[src/rlhr_pkg.sv]
// shared types and constants for the rate limited history ring
package rlhr_pkg;

   localparam int DEPTH    = 64;
   localparam int SAMPLE_W = 32;
   localparam int TIME_W   = 32;
   localparam int IVL_W    = 16;
   localparam int CNT_W    = 7;
   localparam int FILL_W   = $clog2(DEPTH + 1);
   localparam int MAX_READ = 64;

   localparam logic CMD_PUSH = 1'b0;
   localparam logic CMD_READ = 1'b1;

   typedef struct packed {
      logic push;
      logic rotate;
   } cell_ctl_type;

endpackage

[src/rate_limited_history_ring.sv]
// top level of the rate limited history ring
//
// channel  dir  handshake             payload
// req      in   req_tvalid/tready     tuser command, tdata value/timestamp/count
// rsp      out  rsp_tvalid/tready     tdata entry_value, tuser present, tlast
// csr      in   csr_tvalid/tready     tdata min_interval_ms
//
// a push that the gate keeps puts the newest sample into cell 0 and the chain shifts up
// a read keeps req_tready low after its transfer until the chain has rotated once
// around, cell 0 giving one position per cycle while no rsp stall holds it, which restores the order at the end
// rsp stalls freeze the rotation while a result is still to be emitted
// synchronous reset clears gate, fill count and control; cells start undefined
module rate_limited_history_ring import rlhr_pkg::*; (
   input  logic             clock,
   input  logic             reset,
   input  logic             req_tvalid,
   output logic             req_tready,
   input  logic [71:0]      req_tdata,   // sample_value, timestamp_ms, read_count, pad
   input  logic             req_tuser,   // command
   output logic             rsp_tvalid,
   input  logic             rsp_tready,
   output logic [31:0]      rsp_tdata,   // entry_value
   output logic             rsp_tuser,   // entry_present
   output logic             rsp_tlast,
   input  logic             csr_tvalid,
   output logic             csr_tready,
   input  logic [15:0]      csr_tdata    // min_interval_ms
);

   localparam logic [CNT_W-1:0] DEPTH_CNT = CNT_W'(DEPTH);
   localparam logic [CNT_W-1:0] MAX_CNT   = CNT_W'(MAX_READ);

   logic [IVL_W-1:0]    interval_ff;
   logic                busy_ff;
   logic                busy_in;
   logic [CNT_W-1:0]    step_ff;
   logic [CNT_W-1:0]    step_in;
   logic [CNT_W-1:0]    count_ff;
   logic [CNT_W-1:0]    count_in;
   logic                rsp_valid_ff;
   logic                rsp_valid_in;
   logic [SAMPLE_W-1:0] rsp_value_ff;
   logic [SAMPLE_W-1:0] rsp_value_in;
   logic                rsp_present_ff;
   logic                rsp_present_in;
   logic                rsp_last_ff;
   logic                rsp_last_in;

   logic                req_take;
   logic                push_take;
   logic                read_take;
   logic                keep;
   logic [FILL_W-1:0]   fill_count;
   logic [CNT_W-1:0]    req_count;
   logic                emit_needed;
   logic                rot_needed;
   logic                advance;
   logic [CNT_W-1:0]    step_next;
   logic                present;
   cell_ctl_type        ctl;
   logic [SAMPLE_W-1:0] cell_q [DEPTH];

   assign req_tready = !busy_ff;
   assign csr_tready = 1'b1;
   assign req_take   = req_tvalid && req_tready;
   assign push_take  = req_take && (req_tuser == CMD_PUSH);
   assign read_take  = req_take && (req_tuser == CMD_READ);
   assign req_count  = req_tdata[70:64];

   always_ff @(posedge clock) begin
      if (reset) begin
         interval_ff <= '0;
      end else if (csr_tvalid && csr_tready) begin
         interval_ff <= csr_tdata;
      end
   end

   rlhr_gate u_gate (
      .clock        (clock),
      .reset        (reset),
      .push_take    (push_take),
      .timestamp    (req_tdata[63:32]),
      .min_interval (interval_ff),
      .keep         (keep),
      .fill_count   (fill_count)
   );

   assign emit_needed = step_ff < count_ff;
   assign rot_needed  = step_ff < DEPTH_CNT;
   assign advance     = busy_ff && (!emit_needed || !rsp_valid_ff || rsp_tready);
   assign step_next   = step_ff + 1'b1;
   assign present     = step_ff < CNT_W'(fill_count);

   assign ctl.push   = keep;
   assign ctl.rotate = advance && rot_needed;

   for (genvar k = 0; k < DEPTH; k++) begin : g_cell
      rlhr_cell u_cell (
         .clock      (clock),
         .ctl        (ctl),
         .lower_data ((k == 0) ? req_tdata[31:0] : cell_q[(k + DEPTH - 1) % DEPTH]),
         .upper_data (cell_q[(k + 1) % DEPTH]),
         .cell_data  (cell_q[k])
      );
   end

   always_comb begin
      busy_in        = busy_ff;
      step_in        = step_ff;
      count_in       = count_ff;
      rsp_valid_in   = rsp_valid_ff;
      rsp_value_in   = rsp_value_ff;
      rsp_present_in = rsp_present_ff;
      rsp_last_in    = rsp_last_ff;
      if (rsp_tready) begin
         rsp_valid_in = 1'b0;
      end
      if (read_take) begin
         busy_in  = 1'b1;
         step_in  = '0;
         count_in = (req_count > MAX_CNT) ? MAX_CNT : req_count;
      end
      if (advance) begin
         step_in = step_next;
         if (emit_needed) begin
            rsp_valid_in   = 1'b1;
            rsp_present_in = present;
            rsp_value_in   = present ? cell_q[0] : '0;
            rsp_last_in    = (step_next == count_ff);
         end
         if ((step_next >= count_ff) && (step_next >= DEPTH_CNT)) begin
            busy_in = 1'b0;
         end
      end
   end

   always_ff @(posedge clock) begin
      if (reset) begin
         busy_ff      <= 1'b0;
         step_ff      <= '0;
         count_ff     <= '0;
         rsp_valid_ff <= 1'b0;
      end else begin
         busy_ff      <= busy_in;
         step_ff      <= step_in;
         count_ff     <= count_in;
         rsp_valid_ff <= rsp_valid_in;
      end
   end

   always_ff @(posedge clock) begin
      rsp_value_ff   <= rsp_value_in;
      rsp_present_ff <= rsp_present_in;
      rsp_last_ff    <= rsp_last_in;
   end

   assign rsp_tvalid = rsp_valid_ff;
   assign rsp_tdata  = rsp_value_ff;
   assign rsp_tuser  = rsp_present_ff;
   assign rsp_tlast  = rsp_last_ff;

endmodule

[src/rlhr_cell.sv]
// one storage cell of the history chain
module rlhr_cell import rlhr_pkg::*; (
   input  logic                clock,
   input  cell_ctl_type        ctl,
   input  logic [SAMPLE_W-1:0] lower_data,
   input  logic [SAMPLE_W-1:0] upper_data,
   output logic [SAMPLE_W-1:0] cell_data
);

   logic [SAMPLE_W-1:0] value_ff;
   logic [SAMPLE_W-1:0] value_in;

   always_comb begin
      priority if (ctl.push) begin
         value_in = lower_data;
      end else if (ctl.rotate) begin
         value_in = upper_data;
      end else begin
         value_in = value_ff;
      end
   end

   always_ff @(posedge clock) begin
      value_ff <= value_in;
   end

   assign cell_data = value_ff;

endmodule

[src/rlhr_gate.sv]
// rate gate for pushes: last kept time and fill count
module rlhr_gate import rlhr_pkg::*; (
   input  logic              clock,
   input  logic              reset,
   input  logic              push_take,
   input  logic [TIME_W-1:0] timestamp,
   input  logic [IVL_W-1:0]  min_interval,
   output logic              keep,
   output logic [FILL_W-1:0] fill_count
);

   logic [TIME_W-1:0] last_time_ff;
   logic [TIME_W-1:0] last_time_in;
   logic [FILL_W-1:0] fill_ff;
   logic [FILL_W-1:0] fill_in;
   logic [TIME_W-1:0] diff;

   assign diff = timestamp - last_time_ff;
   assign keep = push_take && !diff[TIME_W-1]
                 && (diff >= {{(TIME_W-IVL_W){1'b0}}, min_interval});

   always_comb begin
      last_time_in = last_time_ff;
      fill_in      = fill_ff;
      if (keep) begin
         last_time_in = timestamp;
         if (fill_ff != FILL_W'(DEPTH)) begin
            fill_in = fill_ff + 1'b1;
         end
      end
   end

   always_ff @(posedge clock) begin
      if (reset) begin
         last_time_ff <= '0;
         fill_ff      <= '0;
      end else begin
         last_time_ff <= last_time_in;
         fill_ff      <= fill_in;
      end
   end

   assign fill_count = fill_ff;

endmodule

[config.mk]
export PLATFORM = sky130hd
export DESIGN_NAME = rate_limited_history_ring
export DESIGN_NICKNAME = d
export VERILOG_FILES = /design/src/rlhr_pkg.sv /design/src/rate_limited_history_ring.sv /design/src/rlhr_cell.sv /design/src/rlhr_gate.sv
export SDC_FILE = /design/constraint.sdc
export NUM_CORES = 2
export LEC_CHECK = 0
export BUFFER_PORTS_ARGS = -buffer_cell sky130_fd_sc_hd__buf_2
export CAP_MARGIN = 30
export CORE_MARGIN = 4
export CORE_UTILIZATION = 60
export CTS_CLUSTER_DIAMETER = 30
export DETAILED_ROUTE_END_ITERATION = 8
export GPL_ROUTABILITY_DRIVEN = 0
export PLACE_DENSITY_LB_ADDON = 0.1
export SLEW_MARGIN = 40
export SYNTH_ARGS = -nofsm -noshare
export SYNTH_HDL_FRONTEND = slang
export SYNTH_HIERARCHICAL = 1
export SYNTH_SLANG_ARGS = --single-unit
[constraint.sdc]
create_clock -name clock -period 25.1 [get_ports clock]
set_clock_uncertainty 0.1 [all_clocks]
set_input_delay 3.765 -clock clock [delete_from_list [all_inputs] [get_ports clock]]
set_output_delay 3.765 -clock clock [all_outputs]
set_load 0.1 [all_outputs]
### Yosys cells after proc, flatten, opt, wreduce, memory -nomap -nowiden

Index checks and enable logic that the tools add are counted.

* bits in registers: 2153
* bits of input ports: 94
* output and inout port bits: 37
* logic and storage cells: 242

* add/sub/neg operators: 3
* order comparisons: 7
* equal/unequal tests: 2
* muxes and demuxes: 137
* bitwise logic cells: 1
* reduce and logical (&&, ||, !) cells: 18

Operators with widths (number)
* $mux 32: 128
* $ge 32x16->1: 1
* $sub 32x32->32: 1
* $mux 7: 3
* $add 7x1->7 const B: 2
* $lt 7x7->1: 2
* $logic_and 1x1->1: 8
* $eq 7x7->1: 1
* $ge 7x7->1: 1
* $ge 7x7->1 const B: 1
* $gt 7x7->1 const B: 1
* $lt 7x7->1 const B: 1
* $ne 7x7->1 const B: 1
* $mux 1: 6
* $logic_not 1->1: 4
* $reduce_and 2->1: 2
* $reduce_bool 2->1: 2
* $logic_or 1x1->1: 2
* $not 1->1: 1

### Longest topological paths before layout

* depth in word-level cells: 8
* depth in mapped cells: 23
* mapped depth without buffers: 20

### Modules after synthesis

The synthesis kept the hierarchy.

Modules (own cells, without submodules)
* rlhr_cell: instances 64, cells each 69, area each 1507.7 um^2, seq. area each 960.9 um^2
* rlhr_gate: instances 1, cells each 564, area each 4175.3 um^2, seq. area each 780.7 um^2
* rate_limited_history_ring: instances 1, cells each 278, area each 3285.7 um^2, seq. area each 1661.6 um^2

### Worst setup path after synthesis

No wires, ideal clock.

* kind: input port to flip-flop
* start point: input port req_tdata[36]
* end point: register g_cell[0].u_cell.value_ff[0], enable pin
* library setup time: 390 ps
* arrival time: 11798 ps
* data required time: 24610 ps
* setup slack: 12811 ps
* stages on the path: 21
* path buffers: 3
* path through: ha_1 -> a21o_1 -> a31o_2 -> or2_2 -> and2_1 -> o21a_1 -> nor2_1 -> xnor2_1 -> ha_1 -> and4_1 -> o21ai_0 -> o211ai_1 -> a221o_1 -> a211oi_1 -> nand4_1 -> nor3_4 -> buf_4 -> nor2_1 -> buf_6 -> buf_12 -> or2_1

RTL lines
* start, declared: RTL line rate_limited_history_ring.sv:18 `input logic [71:0] req_tdata,`
* end signal, assigned: RTL line rlhr_cell.sv:24 `value_ff <= value_in;`
* end, declared: RTL line rlhr_cell.sv:10 `logic [SAMPLE_W-1:0] value_ff;`

==> flow_summary.yaml <==
yosys:
  synth_top_area_share_pct: 60.14
  syn_inst: 5258
  synth_edf_count: 2082
  yosysWarnings: 6
  yosysTopAreaCell: "edfxtp_1"
  synth_top_family_by_area: "multiplexers"
  yosys-mux-area-fraction_pct: 29.11
  syn_area_per_cell_um2: 19.77
  ys_async_sr_fraction_pct: 0
  seq_area_frac_synth_pct: 61.51
  synth_compound_area_share_pct: 1.400
  ys.flop_type: "edfxtp_1"
  synth-adder-area-share_pct: 0.8618
  synthesis.nets: 5423
  ys_seq_elements: 2153
  yosys.area_share.simple_pct: 2.058
  synth_area_mm2: 0.1040
  ys_types: 79
  synth_xor_xnor_area_share_pct: 0.1854
  synthTopCellsByArea: "edfxtp_1 60%, mux2_4 27%, buf_12 3.7%"
timing:
  hold_viol: 0
  setup_viol: 0
  hold_slack_ns: 0.3698
  fmax_ghz: 0.09095
  worst_slack_ns: 14.10
  min_period_over_period_pct: 43.81
  relSlewSlack_pct: 40.45
  finalSetupTns_ns: 0
  min_period_ns: 11.00
  worst_pin_slew_ns: 0.8933
  slew_violations: 0
  rsz0062_at_grt: "no"
global_route:
  antenna_found_initial: 26
  grt_usage_pct: 23.01
  grt_pass1_vias: 50480
  grt_pass1_wl_mm: 318.0
  overflow: 0
  grt_max_degree: 117
finish:
  multi_input_area_mm2: 0.03505
  syn_to_final_growth_pct: 14.48
  stdcell_area_mm2: 0.1190
  post-route-util_pct: 69.22
  layout-drive-gt1-share_pct: 51.39
  n_fill_cell: 11090
  regArea_mm2: 0.06394
  fin_nets: 5794
routing:
  met1Wirelength_mm: 94.95
  wl_met2_mm: 103.4
  wirelength_mm: 212.7
  post_drt_wl_per_cell_um: 25.55
  drt_iter0_drc: 3966
  met3RoutedLength_mm: 9.260
  drc: 0
  drt_pass1_iterations: 8
  top_layer: "met4"
  num_vias: 47700
  ant_nets: 0
  viasPerCell: 5.728
die:
  core_mm2: 0.1719
  start_util_pct: 60.46
  die_w_um: 424.2
  num_rows: 152
  fp.dieArea_mm2: 0.1800
  io_pins: 131
  die_h_um: 424.2
place:
  io_buffers: 128
  postPlaceCellArea_mm2: 0.1036
  place_hpwl_mm: 132.4
  dpl_worst_slack_ns: 13.07
power_and_ir_drop:
  p_sw_share_pct: 22.82
  p_sw_mw: 2.710
  clockPowerShare_pct: 50.0
  p_per_area_mw_per_mm2: 99.80
  power_frac_comb_pct: 10.0
  leakage_nw: 44.46
  internal_power_mw: 9.166
  seqPwrFrac_pct: 40.0
  peakVddDrop_mv: 0.07341
setup_path:
  critPathMaxFanout: 56
  crit_path_frequent_cell: "buf_4"
  cp_num_buf_inv: 7
  critPathTopFamily: "buffers and inverters"
  slowest_stage: "buf_4"
  crit_arrival_ns: 11.44
  crit_required_ns: 25.54
  critPathMaxStageDelay_ns: 0.76
  path_class: "input port to register"
  cp-start-kind: "input port"
  worstSetupEndpointType: "register"
clocking:
  cts_sinks: 2153
  ctsHtreeMaxLevel: 5
  path_clk_slew_ns: 0.04
  cts_buffers: 461
  cts_tree: "done"
  cts_buffer_depth: 4
  post_cts_buffers: 0
  root_buffer: "clkbuf_16"
  post_cts_resized: 0
  worstSkewPairLatency_ns: 0.95
  hold_buffers: 0
outcome:
  status: "completed"
hold_path:
  hold_class: "register to register"
flow_run:
  cap_violations: 0
==> worst paths after layout <==
kind / cells past startpoint / endpoint / from / slack (ns)
worst max register to register: 25 / g_cell[26].u_cell/cell_data[19] / u_gate/last_time_ff[4] / 16.71
worst min-delay path: 2 / u_gate/last_time_ff[14] / u_gate/last_time_ff[14] / 0.37
worst max-delay path: 25 / g_cell[26].u_cell/cell_data[19] / req_tdata[36] / 14.10
worst min register to register: 2 / u_gate/last_time_ff[14] / u_gate/last_time_ff[14] / 0.37
==> final cells by class <==
type                       count  area share [%]
clock buffer                 532           10.11
inverter                      72          0.2271
tap                         2310           2.429
clock inverter               311           2.780
antenna                        7         0.01472
timing repair buffer         210           1.250
sequential                  2153           53.73
multi-input combinational   2731           29.46
==> metrics by stage <==
stage                     cells  total power [mW]
after floorplan            5258             5.730
after CTS                  8319             11.98
after detailed placement   7476             5.988
after global placement     7472             5.960
final                      8326             11.88
after global routing       8324             12.27
==> cells by family after synthesis <==
| group | Yosys count |
|---|---|
| simple gates | 340 |
| compound gates | 226 |
| flops | 2153 |
| other cells | 1 |
| buf+inv | 374 |
| fa+ha+maj | 71 |
| mux | 2071 |
| xor+xnor | 22 |
==> Yosys cell counts, drive strengths merged, types with 11 or more instances <==
cell    number
inv         72
o21ai       62
mux2i       21
buf        273
or2         70
nand3       25
nand4       11
nand2b      11
dfxtp       71
mux2      2050
edfxtp    2082
or3b        31
clkbuf      29
a21oi       88
a21o        13
nor2        58
xnor2       13
nor3b       41
ha          70
nand2       44
nor3        14
==> worst reg2reg max path, stage by stage, from the launching register on <==
cell	delay [ns]
dfxtp_1	0.31
inv_1	0.05
ha_1	0.34
a21o_1	0.21
a31o_2	0.24
or2_2	0.32
and2_1	0.18
o21a_1	0.17
nor2_1	0.11
xnor2_1	0.08
ha_1	0.30
and4_1	0.19
o21ai_0	0.08
o211ai_1	0.24
a221o_1	0.25
a211oi_1	0.11
nand4_1	0.16
nor3_4	0.07
nor2_4	0.32
buf_4	0.73
buf_4	0.81
buf_6	0.60
buf_4	0.71
buf_6	0.67
or2_1	0.19
buf_4	0.47
==> power by group through the flow <==
stage	Clock, mW	Sequential [mW]	Combinational (mW)
2_1_floorplan	0	4.67	1.06
3_3_place_gp	0	4.82	1.14
3_5_place_dp	0	4.82	1.17
4_1_cts	6.03	4.76	1.18
5_1_grt	6.23	4.79	1.25
6_report	5.94	4.75	1.18
==> cell usage in the layout, fill, tap and decap left out, types with 13 or more instances in the layout <==
| cell | count |
|---|---|
| or2_1 | 37 |
| mux2_2 | 193 |
| nor3_1 | 13 |
| clkbuf_16 | 470 |
| nand3_1 | 25 |
| clkbuf_1 | 58 |
| mux2_4 | 1857 |
| a21o_1 | 13 |
| buf_2 | 128 |
| ha_1 | 70 |
| a21oi_1 | 85 |
| inv_6 | 21 |
| clkinv_1 | 65 |
| or3b_2 | 23 |
| bufinv_16 | 58 |
| buf_4 | 47 |
| xnor2_1 | 13 |
| nor3b_2 | 30 |
| or2_4 | 23 |
| mux2i_1 | 21 |
| nand2_1 | 43 |
| clkinvlp_4 | 52 |
| o21ai_0 | 58 |
| edfxtp_1 | 2082 |
| inv_1 | 72 |
| nor2_1 | 56 |
| buf_6 | 27 |
| clkinv_2 | 76 |
| clkinv_4 | 34 |
| dfxtp_1 | 71 |
==> flip-flops by register name (all words and copies together), names as in the netlist <==
signal / flops
u_gate/last_time_ff: 32
step_ff: 7
rsp_tlast: 1
busy_ff: 1
g_cell.u_cell/cell_data: 2048
rsp_tuser: 1
rsp_tvalid: 1
count_ff: 7
u_gate/fill_count: 7
interval_ff: 16
rsp_tdata: 32
==> routing by layer <==
metal  GRT usage, %  vias to the layer above
met5              0                        -
met4          6.882                        0
met3          3.814                      403
met2          37.51                     1172
met1          32.04                    24750
li1               -                    21370
Note: power is estimated with default switching activity, not from simulation.
